<file path="src/hw/rtl/aff2d_pkg.sv">
// Package for the 2D affine transform engine: widths, command codes, queue item
// and result types, the CORDIC arctangent table and saturation helpers.
// Depends on nothing; every other file of the block but aff2d_if imports it.
package aff2d_pkg;

	localparam int FRAC_BITS    = 16;
	localparam int ENTRY_WIDTH  = 48;
	localparam int CORDIC_STEPS = 16;

	localparam int ACC_W        = 2 * ENTRY_WIDTH + 2;
	localparam int MUL_CHUNK    = 16;
	localparam int NCHUNKS      = (ENTRY_WIDTH + MUL_CHUNK - 1) / MUL_CHUNK;
	localparam int CHUNK_IDX_W  = (NCHUNKS > 1) ? $clog2(NCHUNKS) : 1;
	localparam int PROD_W       = ENTRY_WIDTH + MUL_CHUNK;
	localparam int CW           = 34;
	localparam int STEP_W       = $clog2(CORDIC_STEPS);
	localparam int QUEUE_DEPTH  = 2;
	localparam int QPTR_W       = $clog2(QUEUE_DEPTH);
	localparam int QCNT_W       = $clog2(QUEUE_DEPTH + 1);
	localparam int SAT_W        = 72;
	localparam int Q_UP         = (FRAC_BITS >= 16) ? FRAC_BITS - 16 : 0;
	localparam int Q_DN         = (FRAC_BITS >= 16) ? 0 : 16 - FRAC_BITS;

	localparam logic signed [CW-1:0] CORDIC_GAIN = CW'(652032874);

	localparam logic [2:0] CMD_MAP       = 3'd0;
	localparam logic [2:0] CMD_TRANSLATE = 3'd1;
	localparam logic [2:0] CMD_ROTATE    = 3'd2;
	localparam logic [2:0] CMD_SCALE     = 3'd3;
	localparam logic [2:0] CMD_CONCAT    = 3'd4;
	localparam logic [2:0] CMD_IDENTITY  = 3'd5;

	typedef logic signed [ENTRY_WIDTH-1:0] entry_t;

	localparam entry_t ONE     = entry_t'(1) << FRAC_BITS;
	localparam entry_t ENT_MAX = {1'b0, {(ENTRY_WIDTH - 1){1'b1}}};
	localparam entry_t ENT_MIN = {1'b1, {(ENTRY_WIDTH - 1){1'b0}}};

	localparam entry_t [5:0] IDENT_M = {entry_t'(0), ONE, entry_t'(0), entry_t'(0),
		entry_t'(0), ONE};

	typedef enum logic [1:0] {
		OP_MAP   = 2'd0,
		OP_XFORM = 2'd1,
		OP_ROT   = 2'd2,
		OP_IDENT = 2'd3
	} op_t;

	typedef struct packed {
		op_t          op;
		logic [15:0]  angle;
		entry_t [5:0] n;
	} queue_item_t;

	typedef struct packed {
		logic signed [31:0] out_x;
		logic signed [31:0] out_y;
		logic               clipped;
	} res_t;

	function automatic logic [31:0] atan_lut(input logic [4:0] idx);
		logic [31:0] r;
		unique case (idx)
			5'd0:  r = 32'h20000000;
			5'd1:  r = 32'h12E4051E;
			5'd2:  r = 32'h09FB385B;
			5'd3:  r = 32'h051111D4;
			5'd4:  r = 32'h028B0D43;
			5'd5:  r = 32'h0145D7E1;
			5'd6:  r = 32'h00A2F61E;
			5'd7:  r = 32'h00517C55;
			5'd8:  r = 32'h0028BE53;
			5'd9:  r = 32'h00145F2F;
			5'd10: r = 32'h000A2F98;
			5'd11: r = 32'h000517CC;
			5'd12: r = 32'h00028BE6;
			5'd13: r = 32'h000145F3;
			5'd14: r = 32'h0000A2FA;
			5'd15: r = 32'h0000517D;
			5'd16: r = 32'h000028BE;
			5'd17: r = 32'h0000145F;
			5'd18: r = 32'h00000A30;
			5'd19: r = 32'h00000518;
			5'd20: r = 32'h0000028C;
			5'd21: r = 32'h00000146;
			5'd22: r = 32'h000000A3;
			5'd23: r = 32'h00000051;
			default: r = 32'h0;
		endcase
		return r;
	endfunction

	function automatic entry_t sat_wide(input logic signed [SAT_W-1:0] v);
		logic hi_ones;
		logic hi_zeros;
		hi_ones  = &v[SAT_W-1:ENTRY_WIDTH-1];
		hi_zeros = ~(|v[SAT_W-1:ENTRY_WIDTH-1]);
		if (hi_ones || hi_zeros) begin
			return v[ENTRY_WIDTH-1:0];
		end
		return v[SAT_W-1] ? ENT_MIN : ENT_MAX;
	endfunction

	function automatic entry_t sat_acc(input logic signed [ACC_W-1:0] v);
		logic hi_ones;
		logic hi_zeros;
		hi_ones  = &v[ACC_W-1:ENTRY_WIDTH-1];
		hi_zeros = ~(|v[ACC_W-1:ENTRY_WIDTH-1]);
		if (hi_ones || hi_zeros) begin
			return v[ENTRY_WIDTH-1:0];
		end
		return v[ACC_W-1] ? ENT_MIN : ENT_MAX;
	endfunction

	function automatic entry_t from_q16(input logic signed [31:0] raw);
		logic signed [SAT_W-1:0] v;
		v = SAT_W'(raw);
		v = (v <<< Q_UP) >>> Q_DN;
		return sat_wide(v);
	endfunction

	function automatic entry_t from_int(input logic signed [15:0] raw);
		logic signed [SAT_W-1:0] v;
		v = SAT_W'(raw);
		v = v <<< FRAC_BITS;
		return sat_wide(v);
	endfunction

endpackage

</file>
<file path="src/hw/rtl/aff2d_if.sv">
// Channel interfaces of the affine transform engine: the command channel and
// the result channel, each with valid, ready and payload. No dependencies.
interface aff2d_cmd_if;
	logic               valid;
	logic               ready;
	logic [2:0]         command;
	logic signed [15:0] coord_x;
	logic signed [15:0] coord_y;
	logic [15:0]        angle;
	logic signed [31:0] scale_x;
	logic signed [31:0] scale_y;
	logic signed [31:0] other_a;
	logic signed [31:0] other_b;
	logic signed [31:0] other_c;
	logic signed [31:0] other_d;
	logic signed [31:0] other_e;
	logic signed [31:0] other_f;

	modport source (
		output valid, command, coord_x, coord_y, angle, scale_x, scale_y,
		output other_a, other_b, other_c, other_d, other_e, other_f,
		input  ready
	);
	modport sink (
		input  valid, command, coord_x, coord_y, angle, scale_x, scale_y,
		input  other_a, other_b, other_c, other_d, other_e, other_f,
		output ready
	);
endinterface


</file>
<file path="src/hw/rtl/aff2d_front.sv">
// Front end: accepts command transactions, drops unused codes and converts the
// operands into a queue item; the operand matrix is ready-made except for a
// rotate. Depends on aff2d_pkg and aff2d_cmd_if.
module aff2d_front (
	aff2d_cmd_if.sink              cmd,
	input  logic                   q_full,
	output logic                   q_push,
	output aff2d_pkg::queue_item_t q_item
);
	import aff2d_pkg::*;

	logic known;

	assign cmd.ready = !q_full;

	always_comb begin
		q_item.op    = OP_IDENT;
		q_item.angle = cmd.angle;
		q_item.n     = '0;
		q_item.n[0]  = ONE;
		q_item.n[4]  = ONE;
		known        = 1'b1;
		unique case (cmd.command)
			CMD_MAP: begin
				q_item.op   = OP_MAP;
				q_item.n[0] = ENTRY_WIDTH'(cmd.coord_x);
				q_item.n[1] = ENTRY_WIDTH'(cmd.coord_y);
				q_item.n[4] = '0;
			end
			CMD_TRANSLATE: begin
				q_item.op   = OP_XFORM;
				q_item.n[2] = from_int(cmd.coord_x);
				q_item.n[5] = from_int(cmd.coord_y);
			end
			CMD_ROTATE: begin
				q_item.op = OP_ROT;
			end
			CMD_SCALE: begin
				q_item.op   = OP_XFORM;
				q_item.n[0] = from_q16(cmd.scale_x);
				q_item.n[4] = from_q16(cmd.scale_y);
			end
			CMD_CONCAT: begin
				q_item.op   = OP_XFORM;
				q_item.n[0] = from_q16(cmd.other_a);
				q_item.n[1] = from_q16(cmd.other_b);
				q_item.n[2] = from_q16(cmd.other_c);
				q_item.n[3] = from_q16(cmd.other_d);
				q_item.n[4] = from_q16(cmd.other_e);
				q_item.n[5] = from_q16(cmd.other_f);
			end
			CMD_IDENTITY: begin
				q_item.op = OP_IDENT;
			end
			default: begin
				known = 1'b0;
			end
		endcase
	end

	assign q_push = cmd.valid && !q_full && known;

endmodule

</file>
<file path="src/flat_wrapper.sv">
// flat-port wrapper written by rule: the top's interface ports become plain ports
module aff2d_front_flat import aff2d_pkg::*;
  (q_full, q_push, q_item, cmd_valid, cmd_command, cmd_coord_x, cmd_coord_y, cmd_angle, cmd_scale_x, cmd_scale_y, cmd_other_a, cmd_other_b, cmd_other_c, cmd_other_d, cmd_other_e, cmd_other_f, cmd_ready);
  aff2d_cmd_if cmd_i ();
  input  logic q_full;
  output logic q_push;
  output aff2d_pkg::queue_item_t q_item;
  input wire logic [$bits(cmd_i.valid)-1:0] cmd_valid;
  input wire logic [$bits(cmd_i.command)-1:0] cmd_command;
  input wire logic [$bits(cmd_i.coord_x)-1:0] cmd_coord_x;
  input wire logic [$bits(cmd_i.coord_y)-1:0] cmd_coord_y;
  input wire logic [$bits(cmd_i.angle)-1:0] cmd_angle;
  input wire logic [$bits(cmd_i.scale_x)-1:0] cmd_scale_x;
  input wire logic [$bits(cmd_i.scale_y)-1:0] cmd_scale_y;
  input wire logic [$bits(cmd_i.other_a)-1:0] cmd_other_a;
  input wire logic [$bits(cmd_i.other_b)-1:0] cmd_other_b;
  input wire logic [$bits(cmd_i.other_c)-1:0] cmd_other_c;
  input wire logic [$bits(cmd_i.other_d)-1:0] cmd_other_d;
  input wire logic [$bits(cmd_i.other_e)-1:0] cmd_other_e;
  input wire logic [$bits(cmd_i.other_f)-1:0] cmd_other_f;
  output wire logic [$bits(cmd_i.ready)-1:0] cmd_ready;
  assign cmd_i.valid = cmd_valid;
  assign cmd_i.command = cmd_command;
  assign cmd_i.coord_x = cmd_coord_x;
  assign cmd_i.coord_y = cmd_coord_y;
  assign cmd_i.angle = cmd_angle;
  assign cmd_i.scale_x = cmd_scale_x;
  assign cmd_i.scale_y = cmd_scale_y;
  assign cmd_i.other_a = cmd_other_a;
  assign cmd_i.other_b = cmd_other_b;
  assign cmd_i.other_c = cmd_other_c;
  assign cmd_i.other_d = cmd_other_d;
  assign cmd_i.other_e = cmd_other_e;
  assign cmd_i.other_f = cmd_other_f;
  assign cmd_ready = cmd_i.ready;
  aff2d_front u_core (.cmd(cmd_i), .q_full(q_full), .q_push(q_push), .q_item(q_item));
endmodule
</file>
<file path="config.mk">
export PLATFORM = sky130hd
export DESIGN_NAME = aff2d_front_flat
export DESIGN_NICKNAME = d
export VERILOG_FILES = /design/src/hw/rtl/aff2d_pkg.sv /design/src/hw/rtl/aff2d_if.sv /design/src/hw/rtl/aff2d_front.sv /design/src/flat_wrapper.sv
export SDC_FILE = /design/constraint.sdc
export NUM_CORES = 1
export LEC_CHECK = 0
export BUFFER_PORTS_ARGS = -buffer_cell sky130_fd_sc_hd__clkbuf_2
export CORE_AREA = 3 3 237 239
export DETAILED_ROUTE_END_ITERATION = 6
export DIE_AREA = 0 0 240 242
export SLEW_MARGIN = 20
export SYNTH_ARGS = -nofsm -noshare
export SYNTH_HDL_FRONTEND = slang
export SYNTH_SLANG_ARGS = --single-unit
</file>
<file path="constraint.sdc">
create_clock -name vclk -period 2.8
set_clock_uncertainty 0.05 [all_clocks]
set_input_delay 0 -clock vclk [all_inputs]
set_output_delay 0 -clock vclk [all_outputs]
set_load 0.03 [all_outputs]
</file>
==> flow_results.org, run 1 <==
** Power and ir drop
- Sw Ratio :: 0.6525
- Sequential share of power :: 0
- The worst-case IR drop observed on VDD is 62.15 µV.
- For this design the static power due to leakage is about 0.0036 µW.
- The internal portion of the total power is roughly 420 µW.
- Clk pwr share :: 0
- Ratio of total power to cell area :: approximately 180 nW/µm²
- Fraction of power consumed by combinational cells :: 1.000
- Pwr Total :: ~1200 µW
- Psw :: 785.0 µW

** Finish
- Storage cell area :: 0 µm²
- The final layout contains a sequential cell count of 0.
- Counting the clock-network buffers in the layout gives 0.
- Net count reported at finish :: approximately 1300
- Growth of design area from synthesis to finish :: 88.31%
- Ratio of cells with drive above 1 in the final layout :: 0.6389
- The multi-input combinational cells in the finished layout cover a total of about 2400 µm².
- Number of filler instances in the final layout :: approximately 6300
- Measured on the finished design, the core utilization comes to 0.1212.

** Synth
- Most frequent cells after synthesis :: 125 x sky130_fd_sc_hd__buf_4, 64 x sky130_fd_sc_hd__and2_1, 64 x sky130_fd_sc_hd__nand3b_1, 49 x sky130_fd_sc_hd__a21oi_1, 47 x sky130_fd_sc_hd__mux2i_1
- Top-count cell post-synth :: sky130_fd_sc_hd__buf_4
- Synth area leaders :: sky130_fd_sc_hd__buf_4 27%, sky130_fd_sc_hd__nand3b_1 14%, sky130_fd_sc_hd__mux2i_1 14%
- Sequential element share of the synthesized area :: 0
- After technology mapping, the gate count stands at roughly 500.
- Share of Yosys cell area claimed by the top area cell type :: 0.2698
- Unique masters post-synth :: 19
- The synthesized design spends more area on one cell type than any other, namely sky130_fd_sc_hd__buf_4.
- Combined area of all synthesized cells :: approximately 3500 µm²
- Synthesis warning total :: 0
- Mean cell area of the mapped netlist :: 6.971 µm²
- Post-synthesis net count :: roughly 800

** GRT
- Global-route congestion overflow total :: 0
- Pin count of the biggest net entering global routing :: 70
- The initial antenna violation count is 7.
- Wire length of the first global-routing pass :: roughly 34000 µm
- The number of global-route vias before repair is about 5000.
- For this run, the total global-route usage over all layers was measured as 0.07951.

** Floorplanning
- The die covers approximately 58000 µm².
- Core Footprint :: around 54000 µm²
- Number of rows in the core area :: 85
- The initial utilization of the core area, before any placement, comes to 0.06438.
- The die is between 200 and 250 µm wide.
- The die is between 200 and 250 µm tall.
- Number of top-level pins :: 617

** Place
- Buffers on Ports :: roughly 600
- GPL Wtd Cong :: 0.8633
- At the placement stage, the worst setup path has a slack of 0.7895 ns.
- HPWL reported at the end of detailed placement :: ~22000 µm

** Critical path
- The critical path goes through clkbuf_2 -> and3b_2 -> buf_4 -> a22o_1 -> clkbuf_2.
- Worst path max stage delay :: 0.54 ns
- Critical Path Fanout Max :: 27
- The largest individual stage delay along the critical path comes from the cell sky130_fd_sc_hd__and3b_2.
- The worst setup path is of the in -> out kind.
- STA classifies the critical path startpoint as a primary input.
- Required time of the critical path :: 2.75 ns
- STA classifies the critical path endpoint as an output pin.
- By instance count, the cell type seen most on the critical path is sky130_fd_sc_hd__clkbuf_2.
- Data arrives at the worst endpoint at around 1.7 ns.

** Clock tree
- Once the clock tree was built, the setup fixing pass inserted 0 buffers.
- CTS hold repair buffers :: 16
- # resized after CTS :: 0

** Detailed routing
- Dividing the detail-routed wire length by the instance count gives ~16 µm.
- After detailed routing, the number of vias per cell comes to about 3.2.
- Vias after detailed routing :: between 5000 and 6000
- After detailed routing, the number of remaining DRC violations is 0.
- Violation count after the first detailed-routing iteration :: slightly below 200
- Length of the first detailed-routing pass in iterations :: 4
- Total length of routed wires :: approximately 26000 µm
- Number of nets with antenna violations after detailed routing :: 0

** Timing
- Headroom to the max-slew limit :: 0.5811
- Dividing the final minimum period by the clock period gives 0.6250.
- Final total negative setup slack :: 0 ns
- The final-report max-slew violation count is 0.
- Max Clock Freq :: about 570 MHz
- Across all setup checks in the final design, the least slack found is 1.050 ns.
- At the pin with the least slew margin, the transition time is 0.6284 ns.
- Post-layout minimum cycle time :: between 1.5 and 2 ns
- Count of final setup violators :: 0
- Setup repair after global routing left no endpoint under its margin.
- Final hold vios :: 0

** Worst hold path
- The path class of the tightest hold or removal check is in -> out.

** Flow run
- Max-capacitance violation count :: 0

** Outcome
- Outcome :: completed
-- layer usage --
layer,wire length (µm),global-route usage,up-vias
met5,23,0,-
met4,820,0.02298,4
li1,-,-,2538
met1,9488,0.08652,2332
met2,13340,0.1544,367
met3,2227,0.01412,29
-- final cells by class --
cell class,instances,share of cell area
Timing Repair Buffer,617,0.5014
Multi-Input combinational cell,330,0.3616
Tap cell,696,0.1330
Antenna cell,6,0.002292
Inverter,3,0.001719
-- worst max-delay path: cells and delay by family --
kind                   cells  cell delay [ns]
AOI/OAI and AO/OA          1             0.24
buffers and inverters      3             0.89
and+or+nand+nor            1             0.54
-- metrics by stage --
stage / cells / instance area [µm²] / hold slack, ns
after detailed placement: 1630 / 6364 / -0.04980
after floorplan: 499 / 3478 / 0.06469
after global routing: 1651 / 6548 / 0.2598
after CTS: 1646 / 6524 / 0.2309
final: 1652 / 6550 / 0.2327
after global placement: 1630 / 6364 / -0.04980
-- cells by family (layout without fill, tap and decap cells) --
kind of cell	after synthesis	count (layout)	share of synthesized area
compound gates	113	113	0.2309
buf+inv	169	620	0.3263
mux	48	48	0.1385
other cells	0	6	0
simple gates	169	169	0.3043
-- final timing paths --
path                            from           to  depth (start not counted)
worst max-delay path  cmd_command[0]  q_item[210]                          5
worst min-delay path          q_full    cmd_ready                          3
-- power by group through the flow --
stage	Sequential (µW)	Combinational, µW	Clock, µW
floorplan	0	795	0
global placement	0	1170	0
detailed placement	0	1170	0
CTS	0	1220	0
global route	0	1290	0.000239
finish	0	1200	0.000288
-- layout by cell type, fill, tap and decap left out, drive strengths merged, types with 19 or more instances in the layout --
cell     count
nand3b      64
a22o        31
buf         20
nand2       19
o2bb2ai     31
clkbuf     581
mux2i       47
a21oi       49
and2        64
Power figures use the tool's default switching activity.
==> run 2, diff against run 1 <==
==> constraint.sdc (replaced) <==
create_clock -name vclk -period 1.49
set_clock_uncertainty 0.05 [all_clocks]
set_input_delay 0 -clock vclk [all_inputs]
set_output_delay 0 -clock vclk [all_outputs]
set_load 0.03 [all_outputs]
==> run 2 against run 1 <==
Net effect:
- cell area up 3.5%
- wire length down 3.2%
- combinational power up 92%
- critical path depth unchanged
- worst setup slack worse by 0.93 ns
- critical endpoint is now q_item[227]
- largest cell class unchanged
- final cell count up 0.97%
- sequential share of layout area unchanged
- via count down 0.25%
- flip-flop and latch count unchanged
- die area unchanged
- hold slack better by 0.036 ns
- utilization up 0.42 points
- largest power group unchanged
==> flow_results.org, run 2 (same netlist as run 1, synthesis figures left out) <==
** Outcome
- Outcome :: completed

** Detailed routing
- Once detail routing completed, the nets flagged for antenna violations numbered 0.
- After detailed routing, the number of remaining DRC violations is 0.
- After detailed routing, the total wire length is around 25000 µm.
- Vias after detailed routing :: roughly 5300
- The first routing iteration left roughly 190 violations.
- Post-DR wirelength/cell :: roughly 15 µm
- After detailed routing, the number of vias per cell comes to 3.152.
- Length of the first detailed-routing pass in iterations :: 4

** Floorplanning
- The die covers slightly below 60000 µm².
- Die Y :: ~240 µm
- Number of rows in the core area :: 85
- ~620 I/O pins were placed.
- Horiz. Die Dim :: 240 µm
- Starting Density :: 0.06438
- Core Footprint :: roughly 54000 µm²

** Place
- HPWL reported at the end of detailed placement :: around 22000 µm
- GPL Wtd Cong :: between 0.8 and 0.9
- In this run the cell area measured after placement is 6604 µm².
- In this run the tool buffered the top-level ports with 585 buffer cells.

** Critical path
- For this design, the slowest cell found on the critical path is sky130_fd_sc_hd__a22o_2.
- Required time of the critical path :: roughly 1.4 ns
- The critical path goes through buf_6 -> and3b_2 -> buf_12 -> a22o_2 -> clkbuf_2.
- Critical Path Fanout Max :: 27
- Delay-heaviest family, CP :: buffers and inverters
- Critical Path Start Type :: primary input
- Buffering stage count on the worst path with inverters included :: 3
- Startpoint-to-endpoint class of the critical path :: in -> out
- Worst path max stage delay :: 0.38 ns
- Counting buffers and inverters, the worst setup path is 5 cells deep.
- Setup crit end kind :: output pin
- STA puts the critical path data arrival time at 1.32 ns.

** Finish
- Sequential cells placed in the final layout were counted as 0.
- After layout, the clock buffer instance count stands at 0.
- Summing all non-filler instances in the final layout gives an area of roughly 6800 µm².
- Net count reported at finish :: about 1300
- Storage cell area :: 0 µm²
- The library cell used most frequently in the layout, excluding fill and tap cells, is sky130_fd_sc_hd__clkbuf_2.
- The library cells used most frequently in the layout, excluding fill and tap cells, are 583 x sky130_fd_sc_hd__clkbuf_2, 64 x sky130_fd_sc_hd__and2_1, 64 x sky130_fd_sc_hd__nand3b_1, 47 x sky130_fd_sc_hd__mux2i_1, 46 x sky130_fd_sc_hd__a21oi_1.
- Ratio of cells with drive above 1 in the final layout :: 0.6480
- The area growth from synthesis to layout is 94.89%.

** Timing
- For the pin with the worst max-slew slack, the measured transition is around 0.48 ns.
- In the finished design, the share of the clock period the worst path needs comes to 0.9224.
- Max Clock Freq :: between 700 and 800 MHz
- In the final timing run, aggregate negative setup slack is 0 ns.
- Max Slew Vio Count :: 0
- Final hold vios :: 0
- The worst path needs between 1 and 1.5 ns of the cycle, external delays included.
- The worst pin sits at a relative slew slack of 0.6795.
- Unrepaired setup endpoints after global routing :: false
- Setup violations remaining at the end of the flow were counted as 0.

** Flow run
- Across the run, the number of max-cap violations was 0.

** GRT
- Entering global routing, the biggest net connects 66 pins.
- Overall track demand over capacity in global routing :: 0.07704
- Global-route congestion overflow total :: 0
- Wire length of the first global-routing pass :: approximately 34000 µm
- The initial antenna violation count came to 11.
- Via count of the first global-routing pass :: 5080

** Power and ir drop
- Ratio of total power to cell area :: 339.3 nW/µm²
- IR drop worst, VDD :: ~170 µV
- The analysis attributes to cell leakage a power of about 0.0037 µW.
- Summing internal, switching and leakage power gives 2300 µW.

** Worst hold path
- Along the worst hold path, the cell count comes to 3.
- Type of the tightest min-delay check :: in -> out

** Clock tree
- Buffers inserted by post-CTS timing repair :: 0
==> run 2: cell types whose count changed in the layout (fill, tap and decap cells not counted), sizes merged <==
cell and delta:
clkbuf +2, buf +14
==> run 2: metrics by stage <==
step | util | setup slack (ns) | cells | hold WS (ns)
6_report | 0.1255 | 0.1156 | 1668 | 0.2689
5_1_grt | 0.1254 | 0.02085 | 1667 | 0.2862
4_1_cts | 0.1252 | 0.1228 | 1662 | 0.2653
3_5_place_dp | 0.1222 | 0.1220 | 1646 | -0.04980
3_3_place_gp | 0.1222 | 0.06345 | 1646 | -0.04980
2_1_floorplan | - | 0.005286 | 499 | 0.06469
==> run 2: what timing repair did <==
| action | 4_1_cts | 5_1_grt |
|---|---|---|
| hold buffers | 16 | 0 |
| resized for setup | 0 | 0 |
| hold endpoints to repair | 16 | 0 |
==> run 2: final cells by class <==
type               instances  area [µm²]
diodes                     6       15.01
fillers                 6341       47250
inverters                  3       11.26
multi-input cells        330        2407
well taps                696       870.8
repair buffers           633        3475
==> run 2: routing by layer <==
| metal | share of wire | GRT usage | wire length (µm) | up-vias |
|---|---|---|---|---|
| met5 | 0.0014 | 0 | 34 | - |
| met4 | 0.013 | 0.01450 | 327 | 6 |
| met3 | 0.083 | 0.01719 | 2086 | 20 |
| met2 | 0.48 | 0.1374 | 12140 | 336 |
| met1 | 0.42 | 0.09468 | 10480 | 2321 |
| li1 | - | - | - | 2574 |
==> run 2: worst min-delay path, delay by kind of cell <==
family,cells,cell delay [ns]
buffers and inverters,3,0.32
==> run 2: final timing paths <==
| kind | start | endpoint | slack (ns) |
|---|---|---|---|
| min | q_full | cmd_ready | 0.27 |
| max | cmd_command[2] | q_item[227] | 0.12 |
==> run 2: where the power goes <==
part | leakage [µW] | switching (µW) | total (µW) | internal, µW
logic | 0.00372 | 1470 | 2300 | 826
registers | 0 | 0 | 0 | 0
clock network | 0.0000000380 | 0 | 0.000540 | 0.000540
total | 0.00372 | 1470 | 2300 | 826
